<file path="config.mk">
export PLATFORM = sky130hd
export DESIGN_NAME = q2e_sqrt_cell
export DESIGN_NICKNAME = d
export VERILOG_FILES = /design/src/hw/rtl/q2e_pkg.sv /design/src/hw/rtl/q2e_sqrt_cell.sv
export SDC_FILE = /design/constraint.sdc
export NUM_CORES = 1
export LEC_CHECK = 0
export BUFFER_PORTS_ARGS = -buffer_cell sky130_fd_sc_hd__buf_4
export CAP_MARGIN = 20
export CORE_AREA = 2 2 238 240
export CTS_CLUSTER_DIAMETER = 200
export DETAILED_ROUTE_END_ITERATION = 10
export DIE_AREA = 0 0 240 242
export PLACE_DENSITY = 0.56
export SYNTH_ARGS = -nofsm -noshare
export SYNTH_HDL_FRONTEND = slang
export SYNTH_SLANG_ARGS = --single-unit
</file>
<file path="constraint.sdc">
create_clock -name clk -period 7.3 [get_ports clk]
set_input_delay 0.73 -clock clk [delete_from_list [all_inputs] [get_ports clk]]
set_output_delay 0.73 -clock clk [all_outputs]
set_load 0.02 [all_outputs]
</file>
<file path="src/hw/rtl/q2e_pkg.sv">
// Package for the quaternion to Euler angle converter.
// Holds widths, stage structs, the arctangent table and helper functions.
// No dependencies.
`default_nettype none

package q2e_pkg;

  localparam int CordicSteps = 16;          // CORDIC iterations, 8..24
  localparam int AngleBits   = 16;          // angle accumulator width, 12..24
  localparam int ZW          = AngleBits + 2;
  localparam int SW          = 35;          // width of the ZYX sums in Q.30
  localparam int VW          = 37;          // CORDIC x/y width, covers gain growth
  localparam int NW          = 61;          // square root radicand width
  localparam int RW          = 62;          // square root partial result width
  localparam int SqrtSteps   = 31;          // one result bit per cell
  localparam int OutRnd      = (AngleBits > 16) ? AngleBits - 17 : 0;
  localparam int OutShr      = (AngleBits > 16) ? AngleBits - 16 : 0;
  localparam int OutShl      = (AngleBits < 16) ? 16 - AngleBits : 0;

  localparam logic signed [15:0] PitchPos = 16'sd16384;
  localparam logic signed [15:0] PitchNeg = -16'sd16384;

  typedef logic signed [SW-1:0] sum_t;
  typedef logic signed [VW-1:0] vec_t;
  typedef logic signed [ZW-1:0] ang_t;

  // One CORDIC channel: vector, accumulated angle and the both-zero mark.
  typedef struct packed {
    vec_t x;
    vec_t y;
    ang_t z;
    logic zero;
  } cv_t;

  // Sums carried alongside the square root chain.
  typedef struct packed {
    sum_t sr;
    sum_t cr;
    sum_t sy;
    sum_t cy;
    sum_t sp;
    logic sat;
  } pl_t;

  // Square root working state.
  typedef struct packed {
    logic [NW-1:0] n;
    logic [RW-1:0] res;
  } sq_t;

  // Pitch flags handed down the CORDIC chain: saturated, positive.
  typedef struct packed {
    logic sat;
    logic pos;
  } ptag_t;

  localparam logic [31:0] AtanTab [32] = '{
    32'd536870912, 32'd316933406, 32'd167458907, 32'd85004756, 32'd42667331,
    32'd21354465, 32'd10679838, 32'd5340245, 32'd2670163, 32'd1335087,
    32'd667544, 32'd333772, 32'd166886, 32'd83443, 32'd41722, 32'd20861,
    32'd10430, 32'd5215, 32'd2608, 32'd1304, 32'd652, 32'd326, 32'd163, 32'd81,
    32'd0, 32'd0, 32'd0, 32'd0, 32'd0, 32'd0, 32'd0, 32'd0
  };

  // Table entry rounded to the accumulator resolution.
  function automatic ang_t atan_entry(input logic [4:0] i);
    logic [32:0] t;
    t = {1'b0, AtanTab[i]} + (33'd1 << (31 - AngleBits));
    return ang_t'(t >> (32 - AngleBits));
  endfunction

  // Move a left half plane vector into the right half plane.
  function automatic cv_t prerot(input vec_t ys, input vec_t xs);
    cv_t c;
    c.zero = (xs == '0) && (ys == '0);
    c.z    = '0;
    c.x    = xs;
    c.y    = ys;
    if (xs[VW-1]) begin
      if (!ys[VW-1]) begin
        c.x = ys;
        c.y = -xs;
        c.z = ang_t'(1) <<< (AngleBits - 2);
      end else begin
        c.x = -ys;
        c.y = xs;
        c.z = -(ang_t'(1) <<< (AngleBits - 2));
      end
    end
    return c;
  endfunction

  // Accumulator to 16-bit binary angle, wrapping.
  function automatic logic [15:0] to_out16(input ang_t a);
    logic signed [31:0] t;
    t = 32'(a);
    if (AngleBits > 16) begin
      t = t + (32'sd1 <<< OutRnd);
    end
    t = (t >>> OutShr) <<< OutShl;
    return t[15:0];
  endfunction

endpackage

`default_nettype wire

</file>
<file path="src/hw/rtl/q2e_sqrt_cell.sv">
// One cell of the square root chain: settles one result bit per cell.
// Carries the angle sums along. Depends on q2e_pkg.
`default_nettype none

module q2e_sqrt_cell (
  input  wire logic         clk,
  input  wire logic         rst_n,
  input  wire logic         en,
  input  wire logic [4:0]   step,
  input  wire logic         vld_in,
  input  wire q2e_pkg::sq_t sq_in,
  input  wire q2e_pkg::pl_t pl_in,
  output      logic         vld_out,
  output      q2e_pkg::sq_t sq_out,
  output      q2e_pkg::pl_t pl_out
);
  import q2e_pkg::*;

  logic          vld_r;
  sq_t           sq_r, sq_nxt;
  pl_t           pl_r;
  logic [RW-1:0] bitv, trial;

  // Restoring square root step for bit weight 4^(30 - step).
  always_comb begin
    bitv  = RW'(1) << (6'd60 - {step, 1'b0});
    trial = sq_in.res + bitv;
    if ({1'b0, sq_in.n} >= trial) begin
      sq_nxt.n   = sq_in.n - trial[NW-1:0];
      sq_nxt.res = (sq_in.res >> 1) + bitv;
    end else begin
      sq_nxt.n   = sq_in.n;
      sq_nxt.res = sq_in.res >> 1;
    end
  end

  always_ff @(posedge clk) begin
    if (!rst_n) begin
      vld_r <= 1'b0;
    end else if (en) begin
      vld_r <= vld_in;
    end
  end

  always_ff @(posedge clk) begin
    if (en) begin
      sq_r <= sq_nxt;
      pl_r <= pl_in;
    end
  end

  assign vld_out = vld_r;
  assign sq_out  = sq_r;
  assign pl_out  = pl_r;

endmodule

`default_nettype wire

</file>
==> flow_summary.ini, run 1 <==
[run_status]
outcome = finished, final reports clean

[timing]
clock_skew_ps = 0
relSlewSlack_pct = 31.2
finalHoldViolations = 0
fmax_mhz = 145
setup_viol = 0
worst_pin_slew_ps = 1010
final_max_slew_viol_count = 0
min_period_over_period_pct = 94.7
layout_min_cycle_time_ps = 6910
hold_slack_ps = 340

[floorplanning]
die_height_um = 242
rows = 87
start_util_pct = 34.4
core_area_um2 = 55700
ioPinCount = 608
dieArea_um2 = 58100
fp.dieW_um = 240

[place]
hpwlAfterDp_mm = 61.5
port-buffer-count = 607
place_congestion = 0.954
dp_cells = 3314

[routing]
wirelength_mm = 75.0
firstDrtPassIters = 5
dr_total_vias = 17800
via_per_inst = 5.24
drcViolationCount = 0
drtAntennaViolNets = 0
first_iter_violations = 1152
drt-wirelength-per-cell_um = 22.1

[setup_path]
worstPathMaxFanout = 30
cpPeakStageDelay_ps = 420
critPathRequiredTime_ps = 7610
startpoint_type = input pin
crit_type = input pin to flop
crit_top_cell = ha_1
crit_path_top_delay_cell = o41ai_1
cp-end-kind = flop
crit_arrival_ps = 7220

[logic_synthesis]
synth_flop_cell = edfxtp_1
synth_nets = 2285
syn_area_um2 = 19200
synth_area_per_cell_um2 = 10.3
ys_types = 85
async_flop_share_pct = 0
ys_ff_latch = 300
yosysWarnings = 0
synth.yosys.seq_area_share_pct = 46.9
synthCells = 1869
synth_edf_count = 299

[global_routing]
antenna_found_initial = 8
grt_max_degree = 132
grt_first_pass_wirelength_mm = 109
grt_overflow = 0
grt_pass1_vias = 17200
grt_usage_pct = 24.7

[power_and_ir_drop]
p_leak_nw = 11.3
total_power_mw = 5.53
ir_drop_uv = 169
p_per_area_nw_per_um2 = 206

[cells_and_area]
nNetsFinal = 3016
nFillCells = 5343
drive_above_1_share_pct = 33.2
multi_input_area_um2 = 9690
fin_cells = 3388
regArea_um2 = 9000
final_core_util_pct = 48.2
area_growth_pct = 40.2

[clocking]
cts.sinks = 300
htreeDepth = 2
cts_root_buf = clkbuf_16
cts_buffers = 38
clkLatencyLatePin_ps = 550
cts_buffer_depth = 3
hold_buffers = 0
clk_pin_slew_ps = 60
cts_tree = yes

[hold_path]
hold_class = input pin to flop

[flow_run]
cap_viol_max_count = 0
==> critical path, delay by kind of cell <==
| family | cells | cell delay, ps |
|---|---|---|
| compound gates | 13 | 2910 |
| xor+xnor | 1 | 200 |
| simple gates | 7 | 1260 |
| buf+inv | 3 | 640 |
| fa+ha+maj | 4 | 1080 |
| mux | 1 | 380 |
==> cells in the final DEF, fill, tap and decap left out, types with 8 or more instances in the layout <==
cell         n
o31a_1       8
o31ai_1     11
edfxtp_1   299
o21a_1      21
o21ai_0    152
a21boi_0    12
nor3_1      37
a31o_2       9
a21oi_1    106
clkbuf_16   39
nand4_1     37
nand3_1     36
o211ai_1    13
ha_1       107
nand2_1    194
mux2_2      15
a31oi_1     56
o21bai_1    24
xnor2_1    101
and2_1      27
clkbuf_1     9
a211oi_1     9
xor2_1      88
nor2b_1     20
nand3b_1     9
a41oi_1      8
and3_1      21
nand2b_1    27
or3_1       11
buf_4      765
maj3_1       8
nor2_1     119
a21o_1      47
inv_1       44
==> synth_stat cells, types with 44 or more instances <==
cell type | count | area, um2
o21ai_0 | 153 | 766
a21oi_1 | 106 | 531
xor2_1 | 88 | 771
a21o_1 | 47 | 353
a31oi_1 | 56 | 350
edfxtp_1 | 299 | 8980
xnor2_1 | 101 | 885
inv_1 | 44 | 165
clkbuf_1 | 54 | 203
ha_1 | 107 | 1340
nand2_1 | 194 | 728
nor2_1 | 119 | 447
==> layer usage <==
metal  track usage, %  wire length, um  vias up
met4             7.91             2520       10
met1             30.1            30000     8495
li1                 -                -     8495
met3             4.14             4980      103
met5                0               52        -
met2             44.1            37500      661
==> report_power, final <==
group	switching (mW)	internal, mW
Combinational	0.853	0.630
Clock	0.779	1.13
Sequential	0.0534	2.08
==> area by class of cell <==
type | instances | share of cell area, %
antenna | 2 | 0.0186
sequential | 300 | 33.5
timing repair buffer | 769 | 21.6
clock buffer | 48 | 3.76
tap | 756 | 3.52
clock inverter | 22 | 0.903
inverter | 46 | 0.642
multi-input combinational | 1445 | 36.0
==> registers in the layout, summed over array words and instances, names as in the netlist <==
| signal | cells |
|---|---|
| sq_out | 123 |
| vld_out | 1 |
| pl_out | 176 |
==> worst paths after layout <==
path / start / endpoint / slack, ps / cells after the start
min reg2reg: vld_out$_SDFFE_PN0P_ / vld_out$_SDFFE_PN0P_ / 520 / 2
max: step[1] / sq_out[116]$_DFFE_PP_ / 390 / 29
max reg2reg: vld_out$_SDFFE_PN0P_ / vld_out$_SDFFE_PN0P_ / 6700 / 2
min: pl_in[35] / pl_out[35]$_DFFE_PP_ / 340 / 1
==> stage by stage <==
stage               cell area [um2]  TNS [ps]  worst slack, ps
global route                  26900     -6.40            -3.47
detailed placement            25600    -14070             -240
finish                        26900         0              390
global placement              25600     -2480             -144
floorplan                     19200         0              208
CTS                           26800         0              356
==> cell families after synthesis <==
family	after synthesis	synth area share, %
adders and majority gates	116	7.51
xor gates and xnor gates	189	8.63
and+or+nand+nor	574	14.5
buffers and inverters	124	2.68
AOI/OAI and AO/OA	542	18.3
DFF	300	46.9
muxes	24	1.46
==> repair_timing <==
item | CTS | global route
setup buffers | 0 | 2
gates resized for setup | 0 | 4
endpoints found under the setup margin | 0 | 122
Note: power is estimated with default switching activity, not from simulation.
==> run 2, diff against run 1 <==
--- a/config.mk
+++ b/config.mk
@@ -8,6 +8,7 @@
 export BUFFER_PORTS_ARGS = -buffer_cell sky130_fd_sc_hd__buf_4
 export CAP_MARGIN = 20
 export CORE_AREA = 2 2 238 240
+export CTS_BUF_LIST = sky130_fd_sc_hd__clkbuf_16
 export CTS_CLUSTER_DIAMETER = 200
 export DETAILED_ROUTE_END_ITERATION = 10
 export DIE_AREA = 0 0 240 242
==> run 2 against run 1 <==
Effect of this change: sequential share of layout area did not move; via count barely moved; register-to-register slack barely moved; critical endpoint unchanged; count of clock-buffer cells in the layout fell by 9.
==> flow_summary.ini, run 2 (synthesized netlist as in run 1, its figures left out) <==
[cells_and_area]
layout_commonest_cell = buf_4
largest_reg_flops = 176
area_growth_pct = 40.2
regArea_um2 = 9000
final_cell_mix = buf_4 (765), edfxtp_1 (299), nand2_1 (194)
drive_above_1_share_pct = 33.2
nNetsFinal = 3016
nFillCells = 5343
final_core_util_pct = 48.2
multi_input_area_um2 = 9690

[place]
hpwlAfterDp_mm = 61.5
preCtsSetupSlack_ps = -240
port-buffer-count = 607
place_congestion = 0.954

[power_and_ir_drop]
swShare_pct = 30.6
p_per_area_nw_per_um2 = 205
clkPwrFrac_pct = 34.4
pwr-share-seq_pct = 38.7
p_switching_mw = 1.69
p_int_mw = 3.83
ir_drop_uv = 169
p_leak_nw = 11.3
pwr-share-comb_pct = 26.9
total_power_mw = 5.52

[timing]
min_period_over_period_pct = 94.7
fin_ws_ps = 385
layout_min_cycle_time_ps = 6920
fmax_mhz = 145
final_max_slew_viol_count = 0
final.setup.tns_ps = 0
finalHoldViolations = 0
relSlewSlack_pct = 31.2
worst_pin_slew_ps = 1010
clock_skew_ps = 0
hold_slack_ps = 339
setup_viol = 0

[floorplanning]
die_height_um = 242
ioPinCount = 608
core_area_um2 = 55700
rows = 87
dieArea_um2 = 58100
fp.dieW_um = 240
start_util_pct = 34.4

[clocking]
htreeDepth = 2
cts_buffers = 38
cts.sinks = 300
cts_tree = yes
clk_pin_slew_ps = 60
cts_buffer_depth = 3
clkLatencyLatePin_ps = 550
cts_root_buf = clkbuf_16

[setup_path]
crit_type = input pin to flop
crit_top_cell = ha_1
worstPathMaxFanout = 30
crit_path_top_delay_cell = o41ai_1
crit_arrival_ps = 7230
critPathRequiredTime_ps = 7610
startpoint_type = input pin
cpPeakStageDelay_ps = 420
cp-end-kind = flop

[global_routing]
antenna_found_initial = 8
grt_max_degree = 132
grt_pass1_vias = 17200
grt_first_pass_wirelength_mm = 109
grt_overflow = 0
grt_usage_pct = 24.7

[routing]
first_iter_violations = 1156
drtAntennaViolNets = 0
drcViolationCount = 0
firstDrtPassIters = 5
dr_total_vias = 17800
via_per_inst = 5.25
drt-wirelength-per-cell_um = 22.2
wirelength_mm = 75.1

[flow_run]
cap_viol_max_count = 0

[hold_path]
hold_class = input pin to flop

[run_status]
outcome = finished, final reports clean
[run 2: cell count changes in the layout (fill, tap and decap cells not counted), sizes merged]
cell    change
inv         +9
clkbuf      -9
[run 2: worst max-delay path, delay by kind of cell]
kind,cells,cell delay [ps]
compound gates,13,2910
simple gates,7,1260
fa+ha+maj,4,1080
buf+inv,3,640
mux,1,380
xor+xnor,1,200
[run 2: timing repair]
item	in CTS	in global routing
resized for setup	0	4
endpoints found under the hold margin	0	0
buffers inserted	0	2
hold buffers	0	0
endpoints found under the setup margin	0	122
[run 2: path summary, 6_finish.rpt]
check                       start                     to  slack (ps)  cells after the start
max reg2reg  vld_out$_SDFFE_PN0P_   vld_out$_SDFFE_PN0P_        6700                      2
max                       step[1]  sq_out[116]$_DFFE_PP_         380                     29
min                     pl_in[35]   pl_out[35]$_DFFE_PP_         340                      1
min reg2reg  vld_out$_SDFFE_PN0P_   vld_out$_SDFFE_PN0P_         520                      2
[run 2: layout make-up]
cell class | instances | share of cell area (%)
multi-input cells | 1445 | 36.0
flip-flops and latches | 300 | 33.5
repair buffers | 769 | 21.6
clock buffers | 39 | 3.63
well taps | 756 | 3.52
clock inverters | 31 | 1.03
inverters | 46 | 0.642
diodes | 2 | 0.0186
[run 2: stage by stage]
stage	instance area, um2	cells
finish	26900	3388
global route	26900	3388
CTS	26800	3384
detailed placement	25600	3314
global placement	25600	3314
floorplan	19200	1869
[run 2: layer usage]
layer  share of wire [%]  vias to the layer above  global-route usage [%]
li1                    -                     8498                       -
met1                  40                     8512                    30.1
met2                  50                      656                    44.1
met3                 6.6                      105                    4.14
met4                 3.4                       10                    7.91
met5               0.069                        -                       0
[run 2: power groups by stage]
| stage | Combinational [mW] | Sequential (mW) | Clock, mW |
|---|---|---|---|
| after floorplan | 0.548 | 2.36 | 0 |
| after global placement | 1.48 | 2.17 | 0 |
| after detailed placement | 1.48 | 2.17 | 0 |
| after CTS | 1.48 | 2.14 | 1.95 |
| after global routing | 1.59 | 2.15 | 2.01 |
| final | 1.48 | 2.14 | 1.90 |
==> run 3, diff against run 2 <==
--- a/config.mk
+++ b/config.mk
@@ -7,12 +7,14 @@
 export LEC_CHECK = 0
 export BUFFER_PORTS_ARGS = -buffer_cell sky130_fd_sc_hd__buf_4
 export CAP_MARGIN = 20
-export CORE_AREA = 2 2 238 240
+export CELL_PAD_IN_SITES_DETAIL_PLACEMENT = 0
+export CELL_PAD_IN_SITES_GLOBAL_PLACEMENT = 1
+export CORE_AREA = 2 2 234 236
 export CTS_BUF_LIST = sky130_fd_sc_hd__clkbuf_16
 export CTS_CLUSTER_DIAMETER = 200
 export DETAILED_ROUTE_END_ITERATION = 10
-export DIE_AREA = 0 0 240 242
-export PLACE_DENSITY = 0.56
+export DIE_AREA = 0 0 236 238
+export PLACE_DENSITY_LB_ADDON = 0.08
 export SYNTH_ARGS = -nofsm -noshare
 export SYNTH_HDL_FRONTEND = slang
 export SYNTH_SLANG_ARGS = --single-unit
==> run 3 against run 2 <==
Effect of this change: via count up 0.52%; maximum frequency fell by 0.63%; non-clock buffer count decreased by 3; clock power fell by 4%; core utilization rose by 1.8 points; die area shrank 3.3%; count of clock-buffer cells in the layout did not move; total power down 0.77%.
==> flow_summary.ini, run 3 (synthesized netlist as in run 1, its figures left out) <==
[setup_path]
critPathRequiredTime_ps = 7600
crit_path_top_delay_cell = or4b_1
cpPeakStageDelay_ps = 530
crit_top_cell = buf_4
startpoint_type = input pin
worstPathMaxFanout = 22
crit_type = input pin to flop
regToRegSetupSlack_ps = 6690
crit_arrival_ps = 7260
cp-end-kind = flop

[routing]
first_iter_violations = 1181
drcViolationCount = 0
via_per_inst = 5.38
wirelength_mm = 79.2
dr_total_vias = 17900
drtAntennaViolNets = 0
drt-wirelength-per-cell_um = 23.8
firstDrtPassIters = 5

[place]
place_congestion = 0.966
placed_cell_area_um2 = 25500
hpwlAfterDp_mm = 64.4
port-buffer-count = 607

[floorplanning]
rows = 85
ioPinCount = 608
core_area_um2 = 53500
start_util_pct = 35.8
die_height_um = 238
dieArea_um2 = 56200
fp.dieW_um = 236

[cells_and_area]
multi_input_area_um2 = 9690
drive_above_1_share_pct = 33.1
final_core_util_pct = 50.0
largest_reg_flops = 176
nFillCells = 5111
area_growth_pct = 39.6
layout_commonest_cell = buf_4
final_cell_mix = buf_4 (757), edfxtp_1 (299), nand2_1 (194)
diodes = 0
regArea_um2 = 9000
nNetsFinal = 3013
postLayoutCellArea_um2 = 26800

[timing]
clock_skew_ps = 0
hold_slack_ps = 344
layout_min_cycle_time_ps = 6960
rsz0062_at_grt = yes
setup_viol = 0
relSlewSlack_pct = 26.3
min_period_over_period_pct = 95.3
finalHoldViolations = 0
final_max_slew_viol_count = 0
worst_pin_slew_ps = 1080
fmax_mhz = 144
final.setup.tns_ps = 0

[global_routing]
grtUsageMet3_pct = 3.68
grt_max_degree = 177
grt_first_pass_wirelength_mm = 114
grt_overflow = 0
grt_usage_pct = 27.0
grt_use_met2_pct = 47.0
antenna_found_initial = 0
grt_pass1_vias = 17200
grt.busiest_layer = met2
grtUsageMet1_pct = 36.0

[clocking]
clk_pin_slew_ps = 60
cts_root_buf = clkbuf_16
hold_buffers = 0
cts_tree = yes
clkLatencyLatePin_ps = 560
cts.sinks = 300
cts_buffer_depth = 3
cts_buffers = 38
htreeDepth = 2

[power_and_ir_drop]
p_per_area_nw_per_um2 = 205
p_leak_nw = 11.3
ir_drop_uv = 133

[run_status]
outcome = finished, final reports clean

[flow_run]
cap_viol_max_count = 0

[hold_path]
hold_class = input pin to flop
## run 3: layer usage
| metal | share of wire (%) | wire length [um] |
|---|---|---|
| met3 | 5.4 | 4290 |
| met4 | 1.5 | 1180 |
| met1 | 44 | 34500 |
| met5 | 0 | 0 |
| met2 | 49 | 39200 |
## run 3: power by group
part           switching (mW)  leakage [nW]  total [mW]  internal, mW
Combinational           0.879          7.73        1.52         0.642
Sequential             0.0527          2.93        2.13          2.08
Clock                   0.776         0.604        1.82          1.04
## run 3: worst max-delay path: cells and delay by family
| kind | cells | cell delay, ps |
|---|---|---|
| adders and majority gates | 3 | 830 |
| AOI/OAI and AO/OA | 8 | 1650 |
| xor gates and xnor gates | 2 | 300 |
| and+or+nand+nor | 12 | 2740 |
| buffers and inverters | 6 | 1000 |
## run 3: path summary, 6_finish.rpt
path                        startpoint               endpoint  cells past startpoint
setup / recovery               step[1]   sq_out[17]$_DFFE_PP_                     31
hold / removal              pl_in[133]  pl_out[133]$_DFFE_PP_                      1
setup reg to reg  vld_out$_SDFFE_PN0P_   vld_out$_SDFFE_PN0P_                      2
hold reg to reg   vld_out$_SDFFE_PN0P_   vld_out$_SDFFE_PN0P_                      2
## run 3: repair_timing
item | in CTS | in global routing
resized for setup | 0 | 9
endpoints found under the setup margin | 0 | 112
buffers inserted | 0 | 1
hold endpoints to repair | 0 | 0
## run 3: final cells by class
class,count,area share (%)
Tap cell,696,3.25
Sequential cell,300,33.6
Clock buffer,39,3.65
Timing Repair Buffer,766,21.8
Clock inverter,31,0.804
Multi-Input combinational cell,1445,36.2
Inverter,46,0.645
## run 3: through the flow
| step | power [mW] | cells | worst slack (ps) |
|---|---|---|---|
| after floorplan | 2.91 | 1869 | 208 |
| after global placement | 3.67 | 3251 | -228 |
| after detailed placement | 3.67 | 3251 | -243 |
| after CTS | 5.52 | 3321 | 318 |
| after global routing | 5.70 | 3323 | -6.18 |
| final | 5.47 | 3323 | 341 |
